File: src/rtl/assert_macros.svh
// Assertion macros used by the translator RTL.
`ifndef ASSERT_MACROS_SVH
`define ASSERT_MACROS_SVH
`ifndef ASSERT_OFF
`define RMET_ASSERT(lbl, clk, rst_n, prop) \
  lbl: assert property (@(posedge clk) disable iff (!rst_n) prop) \
    else $error("rmet assertion failed");
`define RMET_ASSERT_NR(lbl, clk, prop) \
  lbl: assert property (@(posedge clk) prop) \
    else $error("rmet assertion failed");
`else
`define RMET_ASSERT(lbl, clk, rst_n, prop)
`define RMET_ASSERT_NR(lbl, clk, prop)
`endif
`endif

File: src/rtl/rmet_pkg.sv
// Types and constants of the relative mouse event translator.
package rmet_pkg;

  typedef struct packed {
    logic [1:0]         req_type;
    logic [9:0]         event_code;
    logic signed [15:0] event_value;
  } rmet_in_t;

  typedef struct packed {
    logic [3:0]         action_kind;
    logic [23:0]        cursor_x;
    logic [23:0]        cursor_y;
    logic signed [11:0] scroll_amount;
  } rmet_out_t;

  typedef enum logic [3:0] {
    ACT_MOVE         = 4'd0,
    ACT_DRAG_LEFT    = 4'd1,
    ACT_DRAG_RIGHT   = 4'd2,
    ACT_DRAG_OTHER   = 4'd3,
    ACT_LEFT_DOWN    = 4'd4,
    ACT_LEFT_UP      = 4'd5,
    ACT_RIGHT_DOWN   = 4'd6,
    ACT_RIGHT_UP     = 4'd7,
    ACT_OTHER_DOWN   = 4'd8,
    ACT_OTHER_UP     = 4'd9,
    ACT_SCROLL       = 4'd10
  } rmet_action_e;

  typedef enum logic [1:0] {
    CFG_DISPLAY_WIDTH    = 2'd0,
    CFG_DISPLAY_HEIGHT   = 2'd1,
    CFG_SPEED_MULTIPLIER = 2'd2
  } rmet_cfg_e;

  localparam logic [1:0]  TYPE_BUTTON = 2'd1;
  localparam logic [1:0]  TYPE_AXIS   = 2'd2;
  localparam logic [9:0]  CODE_X      = 10'd0;
  localparam logic [9:0]  CODE_Y      = 10'd1;
  localparam logic [9:0]  CODE_SCROLL = 10'd11;
  localparam logic [9:0]  BTN_LEFT    = 10'd272;
  localparam logic [9:0]  BTN_RIGHT   = 10'd273;
  localparam logic [9:0]  BTN_MIDDLE  = 10'd274;

  localparam logic signed [15:0] VAL_PRESSED = 16'sd1;
  localparam logic signed [15:0] VAL_HELD    = 16'sd2;

  localparam logic [15:0] WIDTH_RESET  = 16'd1920;
  localparam logic [15:0] HEIGHT_RESET = 16'd1080;
  localparam logic [15:0] GAIN_RESET   = 16'd256;

  // Reciprocal of the scroll divisor, 20 fractional bits: ceil(2^20 / 20)
  localparam int          SCROLL_SHIFT = 20;
  localparam logic [15:0] SCROLL_RECIP = 16'd52429;

endpackage

File: src/rtl/relative_mouse_event_translator_top.sv
// Top level of the relative mouse event translator.
//
//  channel | direction | handshake        | payload
//  --------+-----------+------------------+--------------------------
//  in      | sink      | valid / stall    | rmet_in_t  (type, code, value)
//  out     | source    | valid / stall    | rmet_out_t (kind, x, y, scroll)
//  cfg     | sink      | valid / ready    | 2-bit index, 16-bit data
//
// One beat per cycle while the output is not stalled: an event is
// captured in the input register, the multiply, add and clamp run
// while it sits there, and the result lands in the output register
// when the event advances.
// Reset clears the cursor to the origin, forgets the last button and
// restores the display size and gain. Output stall holds the result
// register; the input register then holds too, and in_stall_o rises only
// while both are full and the output is stalled. The config port is always
// ready.
`include "assert_macros.svh"

module relative_mouse_event_translator_top (
  input  logic                clk_i,
  input  logic                rst_ni,
  input  logic                in_valid_i,
  output logic                in_stall_o,
  input  rmet_pkg::rmet_in_t  in_data_i,
  output logic                out_valid_o,
  input  logic                out_stall_i,
  output rmet_pkg::rmet_out_t out_data_o,
  input  logic                cfg_valid_i,
  output logic                cfg_ready_o,
  input  logic [1:0]          cfg_index_i,
  input  logic [15:0]         cfg_data_i
);

  // Configuration registers
  logic [15:0] width_q, height_q, gain_q;

  // Input register
  logic               in_valid_q;
  rmet_pkg::rmet_in_t in_data_q;

  // Cursor state
  logic [23:0] pos_x_q, pos_y_q;
  logic [23:0] pos_x_d, pos_y_d;
  rmet_pkg::rmet_action_e last_btn_q, last_btn_d;

  // Result register
  logic                out_valid_q;
  rmet_pkg::rmet_out_t out_data_q, out_data_d;

  logic advance;
  logic emit;
  logic btn_hit;

  assign cfg_ready_o = 1'b1;

  // Advance the held event when the result slot is free or draining
  assign advance    = in_valid_q && (!out_valid_q || !out_stall_i);
  assign in_stall_o = in_valid_q && out_valid_q && out_stall_i;

  always_ff @(posedge clk_i or negedge rst_ni) begin
    if (!rst_ni) begin
      width_q  <= rmet_pkg::WIDTH_RESET;
      height_q <= rmet_pkg::HEIGHT_RESET;
      gain_q   <= rmet_pkg::GAIN_RESET;
    end else if (cfg_valid_i && cfg_ready_o) begin
      case (cfg_index_i)
        rmet_pkg::CFG_DISPLAY_WIDTH:    width_q  <= cfg_data_i;
        rmet_pkg::CFG_DISPLAY_HEIGHT:   height_q <= cfg_data_i;
        rmet_pkg::CFG_SPEED_MULTIPLIER: gain_q   <= cfg_data_i;
        default: ;
      endcase
    end
  end

  always_ff @(posedge clk_i or negedge rst_ni) begin
    if (!rst_ni) begin
      in_valid_q <= 1'b0;
    end else if (!in_stall_o) begin
      in_valid_q <= in_valid_i;
    end
  end

  always_ff @(posedge clk_i) begin
    if (in_valid_i && !in_stall_o) begin
      in_data_q <= in_data_i;
    end
  end

  // Datapath: one axis goes through the scaler, the other is only clamped
  logic        sel_y;
  logic [23:0] axis_base, axis_new;
  logic [15:0] axis_limit;
  logic [23:0] hi_x, hi_y, clamp_x, clamp_y;
  logic signed [11:0] scroll_step;

  assign sel_y      = (in_data_q.event_code == rmet_pkg::CODE_Y);
  assign axis_base  = sel_y ? pos_y_q : pos_x_q;
  assign axis_limit = sel_y ? height_q : width_q;
  assign hi_x       = {width_q, 8'h00};
  assign hi_y       = {height_q, 8'h00};
  assign clamp_x    = (pos_x_q > hi_x) ? hi_x : pos_x_q;
  assign clamp_y    = (pos_y_q > hi_y) ? hi_y : pos_y_q;

  rmet_pos_unit u_pos (
    .pos_i   (axis_base),
    .limit_i (axis_limit),
    .value_i (in_data_q.event_value),
    .gain_i  (gain_q),
    .pos_o   (axis_new)
  );

  rmet_scroll_div u_scroll (
    .value_i (in_data_q.event_value),
    .step_o  (scroll_step)
  );

  rmet_pkg::rmet_action_e drag_kind;
  rmet_pkg::rmet_action_e btn_act;
  logic                   btn_known;

  always_comb begin
    case (last_btn_q)
      rmet_pkg::ACT_LEFT_DOWN:  drag_kind = rmet_pkg::ACT_DRAG_LEFT;
      rmet_pkg::ACT_RIGHT_DOWN: drag_kind = rmet_pkg::ACT_DRAG_RIGHT;
      rmet_pkg::ACT_OTHER_DOWN: drag_kind = rmet_pkg::ACT_DRAG_OTHER;
      default:                  drag_kind = rmet_pkg::ACT_MOVE;
    endcase
  end

  always_comb begin
    logic pressed;
    pressed   = (in_data_q.event_value == rmet_pkg::VAL_PRESSED);
    btn_known = 1'b1;
    case (in_data_q.event_code)
      rmet_pkg::BTN_LEFT:
        btn_act = pressed ? rmet_pkg::ACT_LEFT_DOWN : rmet_pkg::ACT_LEFT_UP;
      rmet_pkg::BTN_RIGHT:
        btn_act = pressed ? rmet_pkg::ACT_RIGHT_DOWN : rmet_pkg::ACT_RIGHT_UP;
      rmet_pkg::BTN_MIDDLE:
        btn_act = pressed ? rmet_pkg::ACT_OTHER_DOWN : rmet_pkg::ACT_OTHER_UP;
      default: begin
        btn_act   = rmet_pkg::ACT_MOVE;
        btn_known = 1'b0;
      end
    endcase
  end

  always_comb begin
    logic is_axis, is_btn, is_move, is_scroll;
    is_axis   = (in_data_q.req_type == rmet_pkg::TYPE_AXIS);
    is_btn    = (in_data_q.req_type == rmet_pkg::TYPE_BUTTON);
    is_move   = is_axis && (in_data_q.event_code == rmet_pkg::CODE_X || sel_y);
    is_scroll = is_axis && (in_data_q.event_code == rmet_pkg::CODE_SCROLL);
    // Held buttons and unknown codes drop silently
    btn_hit   = is_btn && btn_known && (in_data_q.event_value != rmet_pkg::VAL_HELD);
    emit      = is_move || is_scroll || btn_hit;

    pos_x_d    = pos_x_q;
    pos_y_d    = pos_y_q;
    last_btn_d = last_btn_q;

    out_data_d.action_kind   = 4'(drag_kind);
    out_data_d.cursor_x      = pos_x_q;
    out_data_d.cursor_y      = pos_y_q;
    out_data_d.scroll_amount = '0;

    if (is_move) begin
      pos_x_d = sel_y ? clamp_x : axis_new;
      pos_y_d = sel_y ? axis_new : clamp_y;
      out_data_d.cursor_x = pos_x_d;
      out_data_d.cursor_y = pos_y_d;
    end else if (is_scroll) begin
      out_data_d.action_kind   = 4'(rmet_pkg::ACT_SCROLL);
      out_data_d.scroll_amount = scroll_step;
    end else if (btn_hit) begin
      last_btn_d             = btn_act;
      out_data_d.action_kind = 4'(btn_act);
    end
  end

  always_ff @(posedge clk_i or negedge rst_ni) begin
    if (!rst_ni) begin
      pos_x_q    <= '0;
      pos_y_q    <= '0;
      last_btn_q <= rmet_pkg::ACT_MOVE;
    end else if (advance) begin
      pos_x_q    <= pos_x_d;
      pos_y_q    <= pos_y_d;
      last_btn_q <= last_btn_d;
    end
  end

  always_ff @(posedge clk_i or negedge rst_ni) begin
    if (!rst_ni) begin
      out_valid_q <= 1'b0;
    end else if (advance && emit) begin
      out_valid_q <= 1'b1;
    end else if (!out_stall_i) begin
      out_valid_q <= 1'b0;
    end
  end

  always_ff @(posedge clk_i) begin
    if (advance && emit) begin
      out_data_q <= out_data_d;
    end
  end

  assign out_valid_o = out_valid_q;
  assign out_data_o  = out_data_q;

  // Short names for the conditions checked below
  logic res_not_scroll, move_taken, res_in_range;
  assign res_not_scroll = out_valid_q && (out_data_q.action_kind != 4'(rmet_pkg::ACT_SCROLL));
  assign move_taken     = advance && emit &&
                          (out_data_d.action_kind <= 4'(rmet_pkg::ACT_DRAG_OTHER));
  assign res_in_range   = (out_data_q.cursor_x <= hi_x) && (out_data_q.cursor_y <= hi_y);

  // Stall only while both registers are full
  `RMET_ASSERT(a_stall_full, clk_i, rst_ni, in_stall_o |-> in_valid_q && out_valid_q)
  // Only a scroll result carries a scroll step
  `RMET_ASSERT(a_scroll_zero, clk_i, rst_ni, res_not_scroll |-> out_data_q.scroll_amount == 12'sd0)
  // A button result is remembered for later drags
  `RMET_ASSERT(a_btn_kept, clk_i, rst_ni, (advance && btn_hit) |=> 4'(last_btn_q) == out_data_q.action_kind)
  // A move or drag never leaves the cursor past the display edge
  `RMET_ASSERT(a_clamped, clk_i, rst_ni, move_taken |=> res_in_range)

endmodule

File: src/rtl/rmet_pos_unit.sv
// Scaled relative motion added to one coordinate, then clamped.
module rmet_pos_unit (
  input  logic [23:0]        pos_i,
  input  logic [15:0]        limit_i,
  input  logic signed [15:0] value_i,
  input  logic [15:0]        gain_i,
  output logic [23:0]        pos_o
);

  logic signed [32:0] delta;
  logic signed [33:0] sum;
  logic [23:0]        hi;

  assign delta = value_i * $signed({1'b0, gain_i});
  assign sum   = $signed({10'b0, pos_i}) + {delta[32], delta};
  assign hi    = {limit_i, 8'h00};

  always_comb begin
    if (sum < 34'sd0) begin
      pos_o = '0;
    end else if (sum > $signed({10'b0, hi})) begin
      pos_o = hi;
    end else begin
      pos_o = sum[23:0];
    end
  end

endmodule

File: src/rtl/rmet_scroll_div.sv
// Scroll value divided by the scroll divisor, truncated toward zero.
module rmet_scroll_div (
  input  logic signed [15:0] value_i,
  output logic signed [11:0] step_o
);

  logic        neg;
  logic [15:0] mag;
  logic [31:0] prod;
  logic [11:0] quo;

  assign neg  = value_i[15];
  // Magnitude fits 16 unsigned bits, even for the most negative value
  assign mag  = neg ? 16'(-value_i) : value_i;
  assign prod = mag * rmet_pkg::SCROLL_RECIP;
  assign quo  = prod[rmet_pkg::SCROLL_SHIFT +: 12];
  assign step_o = neg ? $signed(-quo) : $signed(quo);

endmodule
File: config.mk
export PLATFORM = sky130hd
export DESIGN_NAME = relative_mouse_event_translator_top
export DESIGN_NICKNAME = d
export VERILOG_FILES = /design/src/rtl/rmet_pkg.sv /design/src/rtl/relative_mouse_event_translator_top.sv /design/src/rtl/rmet_pos_unit.sv /design/src/rtl/rmet_scroll_div.sv
export VERILOG_INCLUDE_DIRS = /design/src /design/src/rtl
export SDC_FILE = /design/constraint.sdc
export NUM_CORES = 1
export LEC_CHECK = 0
export BUFFER_PORTS_ARGS = -buffer_cell sky130_fd_sc_hd__buf_2
export CAP_MARGIN = 20
export CORE_ASPECT_RATIO = 0.5
export CORE_MARGIN = 4
export CORE_UTILIZATION = 50
export CTS_CLUSTER_DIAMETER = 80
export CTS_CLUSTER_SIZE = 14
export DETAILED_ROUTE_END_ITERATION = 12
export PLACE_DENSITY = 0.69
export SYNTH_ARGS = -nofsm -noshare
export SYNTH_HDL_FRONTEND = slang
export SYNTH_SLANG_ARGS = --single-unit
export TNS_END_PERCENT = 50
File: constraint.sdc
create_clock -name clk_i -period 11.2 [get_ports clk_i]
set_clock_uncertainty 0.1 [all_clocks]
set_input_delay 1.12 -clock clk_i [delete_from_list [all_inputs] [get_ports clk_i]]
set_output_delay 1.12 -clock clk_i [all_outputs]
set_load 0.005 [all_outputs]
---- Word-level counts from Yosys, hierarchy flattened ----
Cells that the tools add are included.
cells by class
  multiply operators ...................... 2
  shifts and indexed selects .............. 0
  divide/modulo/power cells ............... 0
  add/sub/neg operators ................... 3
  magnitude comparators ................... 4
  reduce and logical (&&, ||, !) cells .... 25
  muxes and demuxes ....................... 22
  equality and inequality tests ........... 15
  bitwise operators ....................... 2
operators with widths
  cell                                                                       count
  24-bit two-way mux                                                         7
  24-bit greater-than comparator                                             2
  48-bit two-way mux                                                         1
  25-bit by 33-bit adder with 34-bit output                                  1
  34-bit by 25-bit greater-than comparator with 1-bit output                 1
  34-bit by 1-bit < comparator with 1-bit output (second input constant)     1
  16-bit by 17-bit multiplier with 33-bit output                             1
  16-bit by 16-bit multiplier with 32-bit output (second input constant)     1
  16-bit two-way mux                                                         2
  10-bit by 9-bit == test with 1-bit output (second input constant)          3
  16-bit by 2-bit == test with 1-bit output (second input constant)          1
  16-bit by 3-bit inequality test with 1-bit output (second input constant)  1
  16-bit negation                                                            1
  12-bit two-way mux                                                         1
  4-bit two-way mux                                                          3
  12-bit negation                                                            1
  4-bit one-hot mux with 3 select lines                                      1
  10-bit by 1-bit == test with 1-bit output (second input constant)          1
  10-bit by 4-bit == test with 1-bit output (second input constant)          1
  10-bit logical NOT                                                         1
  1-bit logical AND                                                          9
  4-bit by 3-bit == test with 1-bit output (second input constant)           2
  2-bit AND reduction                                                        4
  1-bit two-way mux                                                          6
  other kinds (12)                                                           20
word-level totals
  latch bits .............................. 0
  register bits after elaboration ......... 194
  memory bits (read-only) ................. 0
  input bits .............................. 51
  output and inout bits ................... 67
  memories ................................ 0
  bits in writable memories ............... 0
  word-level logic and storage cells ...... 88

---- Depth between registers and ports, before layout ----
  depth in word-level cells ............... 8
  depth in mapped cells ................... 41
  gate-level depth less buffers ........... 35

---- By module ----
A second synthesis with hierarchy kept.
unflattened totals
  cell total of the unflattened synthesis .. 2767
  area, all modules ....................... 25674.6 sq um
by module, submodules not included
  module                               times used  seq. area each (sq um)  area an instance (sq um)  cells each
  rmet_pos_unit                        1           0.0                     11126.9                   1357
  relative_mouse_event_translator_top  1           5326.4                  9293.9                    826
  rmet_scroll_div                      1           0.0                     5253.8                    584

---- Worst setup path after synthesis ----
No wires, ideal clock.
  path type ............................... register to register
  start point ............................. register in_data_q[21] in the netlist's numbering
  end point ............................... register out_data_q, in the netlist out_data_o[26] (data pin)
  slack ................................... 2.038 ns
  data arrival time ....................... 8.909 ns
  setup time .............................. 0.152 ns
  path buffers ............................ 6
  period minus slack after synthesis ...... 9.162 ns
  data required time ...................... 10.948 ns
  cell stages (with the launch flop) ...... 39
  cell sequence ........................... edfxtp_1 -> or4_1 -> nor3_1 -> nand3_1 -> clkbuf_1 -> clkbuf_1 -> clkbuf_1 -> nand2_1 -> nand2_1 -> ha_1 -> inv_1 -> fa_1 -> inv_1 -> fa_1 -> fa_1 -> inv_1 -> fa_1 -> inv_1 -> [... 3 more ...] -> o21a_1 -> o21ai_1 -> a221oi_4 -> o21ai_0 -> xnor2_1 -> inv_1 -> ha_1 -> a211o_1 -> or4_1 -> nor3_1 -> o31ai_1 -> a2111oi_2 -> nand4_1 -> nor4_2 -> buf_4 -> buf_6 -> mux2_2 -> o21ai_0
RTL lines
  item                      RTL line                                    source
  start: declaration        relative_mouse_event_translator_top.sv:40   rmet_pkg::rmet_in_t in_data_q;
  start signal: assignment  relative_mouse_event_translator_top.sv:86   in_data_q <= in_data_i;
  end signal: assignment    relative_mouse_event_translator_top.sv:206  out_data_q <= out_data_d;
  end: declaration          relative_mouse_event_translator_top.sv:49   rmet_pkg::rmet_out_t out_data_q, out_data_d;

==> flow_summary.toml <==
[worst_setup_path]
reg2reg_slack_ps = 690
cp.required_ps = 11380
cp-start-kind = "flip-flop"
endpoint_kind = "flip-flop"
ff2ff_path_depth = 35
slowest_delay_ps = 720
cpMaxStageDelayCell = "nor4_4"
path_max_fanout = 20
path_class = "flip-flop to flip-flop"
path_common_cell = "inv_1"
cp_data_arrival_time_ps = 10680
r2r_end = "out_data_o[21]"
regToRegStartpoint = "in_data_q[21]"

[yosys]
syn_avg_cell_area_um2 = 9.489
synth_cell_types = 79
synth_top_area_cell = "fa_1"
synth-seq-cells = 194
synthFlopType = "dfrtp_1"
synth_area_leaders = "fa_1, ha_1, edfxtp_1, dfrtp_1, inv_1"
synth_area_um2 = 24810
yosysWarningCount = 0
synth_edf_count = 92
synthArstFlopShare_pct = 52.58
synth_top_area_share_pct = 24.13
ys_seq_area_share_pct = 21.47
synth_nets = 3275
yosysMostFrequentCell = "inv_1"
syn_inst = 2614
synth_commonest_cells = "inv_1, ha_1, fa_1, nand2_1, and2_1"

[routing]
antenna_left = 0
drcViolationCount = 0
finalWirelength_um = 70680
wire_per_inst_um = 21.10
first_pass_iters = 5
drt_iter0_markers = 1757
viasPerCell = 5.743
vias = 19230

[sta]
fin_crit_sh_pct = 93.80
grt_setup_unrepaired = "no"
slew_headroom_pct = 28.47
worst_pin_slew_ps = 1073
finalSetupViolCount = 0
fin_tns_setup_ps = 0
timing.fmax_ghz = 0.09519
min_period_ps = 10510
report.final.slew_viol_count = 0
hold_ws_ps = 409.5
hold_viol = 0

[min_path]
hp-class = "flip-flop to flip-flop"
min_from = "last_btn_q[0]"
whs_path_depth = 2
whs_endpoint = "last_btn_q[0]"

[job]
maxCapViolations = 0

[layout]
final_layout_size_suffix_gt1_share_pct = 9.889
area_growth_pct = 7.667
fillCellCount = 4388
nNetsFinal = 3348
n_antenna_cell = 0
fin_area_um2 = 26710

[global_routing]
met3_usage_pct = 5.675
grt_max_degree = 66
grt-ovfl-total = 0
gr-usage-met1_pct = 39.47
antenna_found_initial = 0
use_met2_pct = 42.91
grt_pass1_wl_um = 111800
grt_pass1_vias = 19580
grt.total_usage_pct = 27.25
grt.busiest_layer = "met2"

[cts]
cts_setup_buffers = 0
cts_root_buf = "clkbuf_16"
cts_max_level = 4
cts_made_buffers = 17
ctsHoldBuffers = 0
cts_sinks = 194
cts_buffer_depth = 2
clk_latency_ps = 480
cts.clk_slew.worst_paths_ps = 80
cts_tree = "done"

[floorplan]
dieArea_um2 = 53450
die_h_um = 165.5
initial_core_util_pct = 50.85
core_area_um2 = 48780
io_pins = 118
die_width_um = 323.0
num_rows = 57

[placed_design]
dpl_cell_area_um2 = 26100
io_buffers = 116
dpl.hpwl_um = 56710
routabilityCongestion = 0.9791

[run_status]
outcome = "complete, no violations"
==> what timing repair did <==
action                     CTS  global route
setup endpoints to repair    0            46
gates resized for setup      0             2
hold endpoints to repair     0             0
==> worst max path at each step <==
stage	to	from	slack [ps]
after global routing	out_data_o[21]	in_data_q[21]	130
after CTS	out_data_o[48]	in_data_q[21]	420
after detailed placement	out_data_o[51]	in_data_q[21]	440
after global placement	out_data_o[44]	in_data_q[21]	750
final	out_data_o[21]	in_data_q[21]	690
after floorplan	out_data_o[26]	in_data_q[21]	2040
==> layer usage <==
layer	part of all wire, %	routed length [um]
met1	44	31370
met2	44	31440
met3	9.6	6769
met4	1.6	1096
met5	0	0
==> worst max-delay path: cells and delay by family (launching register included) <==
kind                     cells  cell delay, ps
adder cells (fa/ha/maj)      7            2590
multiplexers                 1             370
XOR/XNOR                     1             490
buffers and inverters        7            1110
AND/OR/NAND/NOR              9            3090
AO/OA/AOI/OAI               10            2200
flip-flops                   1             350
==> final cells by class <==
type	instances	area, um^2	area share [%]
multi-input cells	1775	17050	63.84
clock buffers	18	429.2	1.607
clock inverters	14	175.2	0.6559
repair buffers	150	853.3	3.195
well taps	649	812.0	3.041
inverters	549	2061	7.716
flip-flops and latches	194	5326	19.94
==> per-stage QoR <==
| step | utilization (%) | instances | worst slack [ps] |
|---|---|---|---|
| after global routing | 54.75 | 3349 | 133.5 |
| after CTS | 54.73 | 3349 | 416.2 |
| after detailed placement | 53.49 | 3317 | 443.6 |
| final | 54.75 | 3349 | 694.8 |
| after global placement | 53.42 | 3314 | 753.9 |
| after floorplan | - | 2614 | 2038 |
==> flip-flops by register name, indices dropped and copies added, names as in the netlist <==
register / cells
gain_q: 16
in_data_q: 28
out_valid_o: 1
height_q: 16
width_q: 16
pos_y_q: 24
last_btn_q: 4
in_valid_q: 1
out_data_o: 64
pos_x_q: 24
==> cells by family (layout without fill, tap and decap cells) <==
family	after synthesis	count (layout)	share of synthesized area, %
fa+ha+maj	610	610	39.82
other cells	1	1	0.01512
flops	194	194	21.47
mux	57	57	2.552
buf+inv	645	731	9.957
simple gates	632	632	12.55
xor+xnor	62	62	2.189
compound gates	413	413	11.45
==> cell usage in the layout (no fill, tap or decap), types with 18 or more instances in the layout <==
cell type	synthesis	final
nand2_1	269	269
a21oi_1	72	72
and2_1	150	150
buf_4	3	32
edfxtp_1	92	92
a22oi_1	57	57
nand2b_1	19	18
buf_2	6	115
dfrtp_1	93	93
a21o_1	27	27
mux2_2	50	50
ha_1	311	311
inv_1	549	549
o221ai_1	31	31
nand3_1	22	21
a22o_1	27	27
xnor2_1	45	45
o21ai_0	97	97
fa_1	299	299
nor2_1	77	77
Power is left out: the tool's default activity adds up to more than one toggle a clock period on the data nets, which glitch-free logic cannot reach.
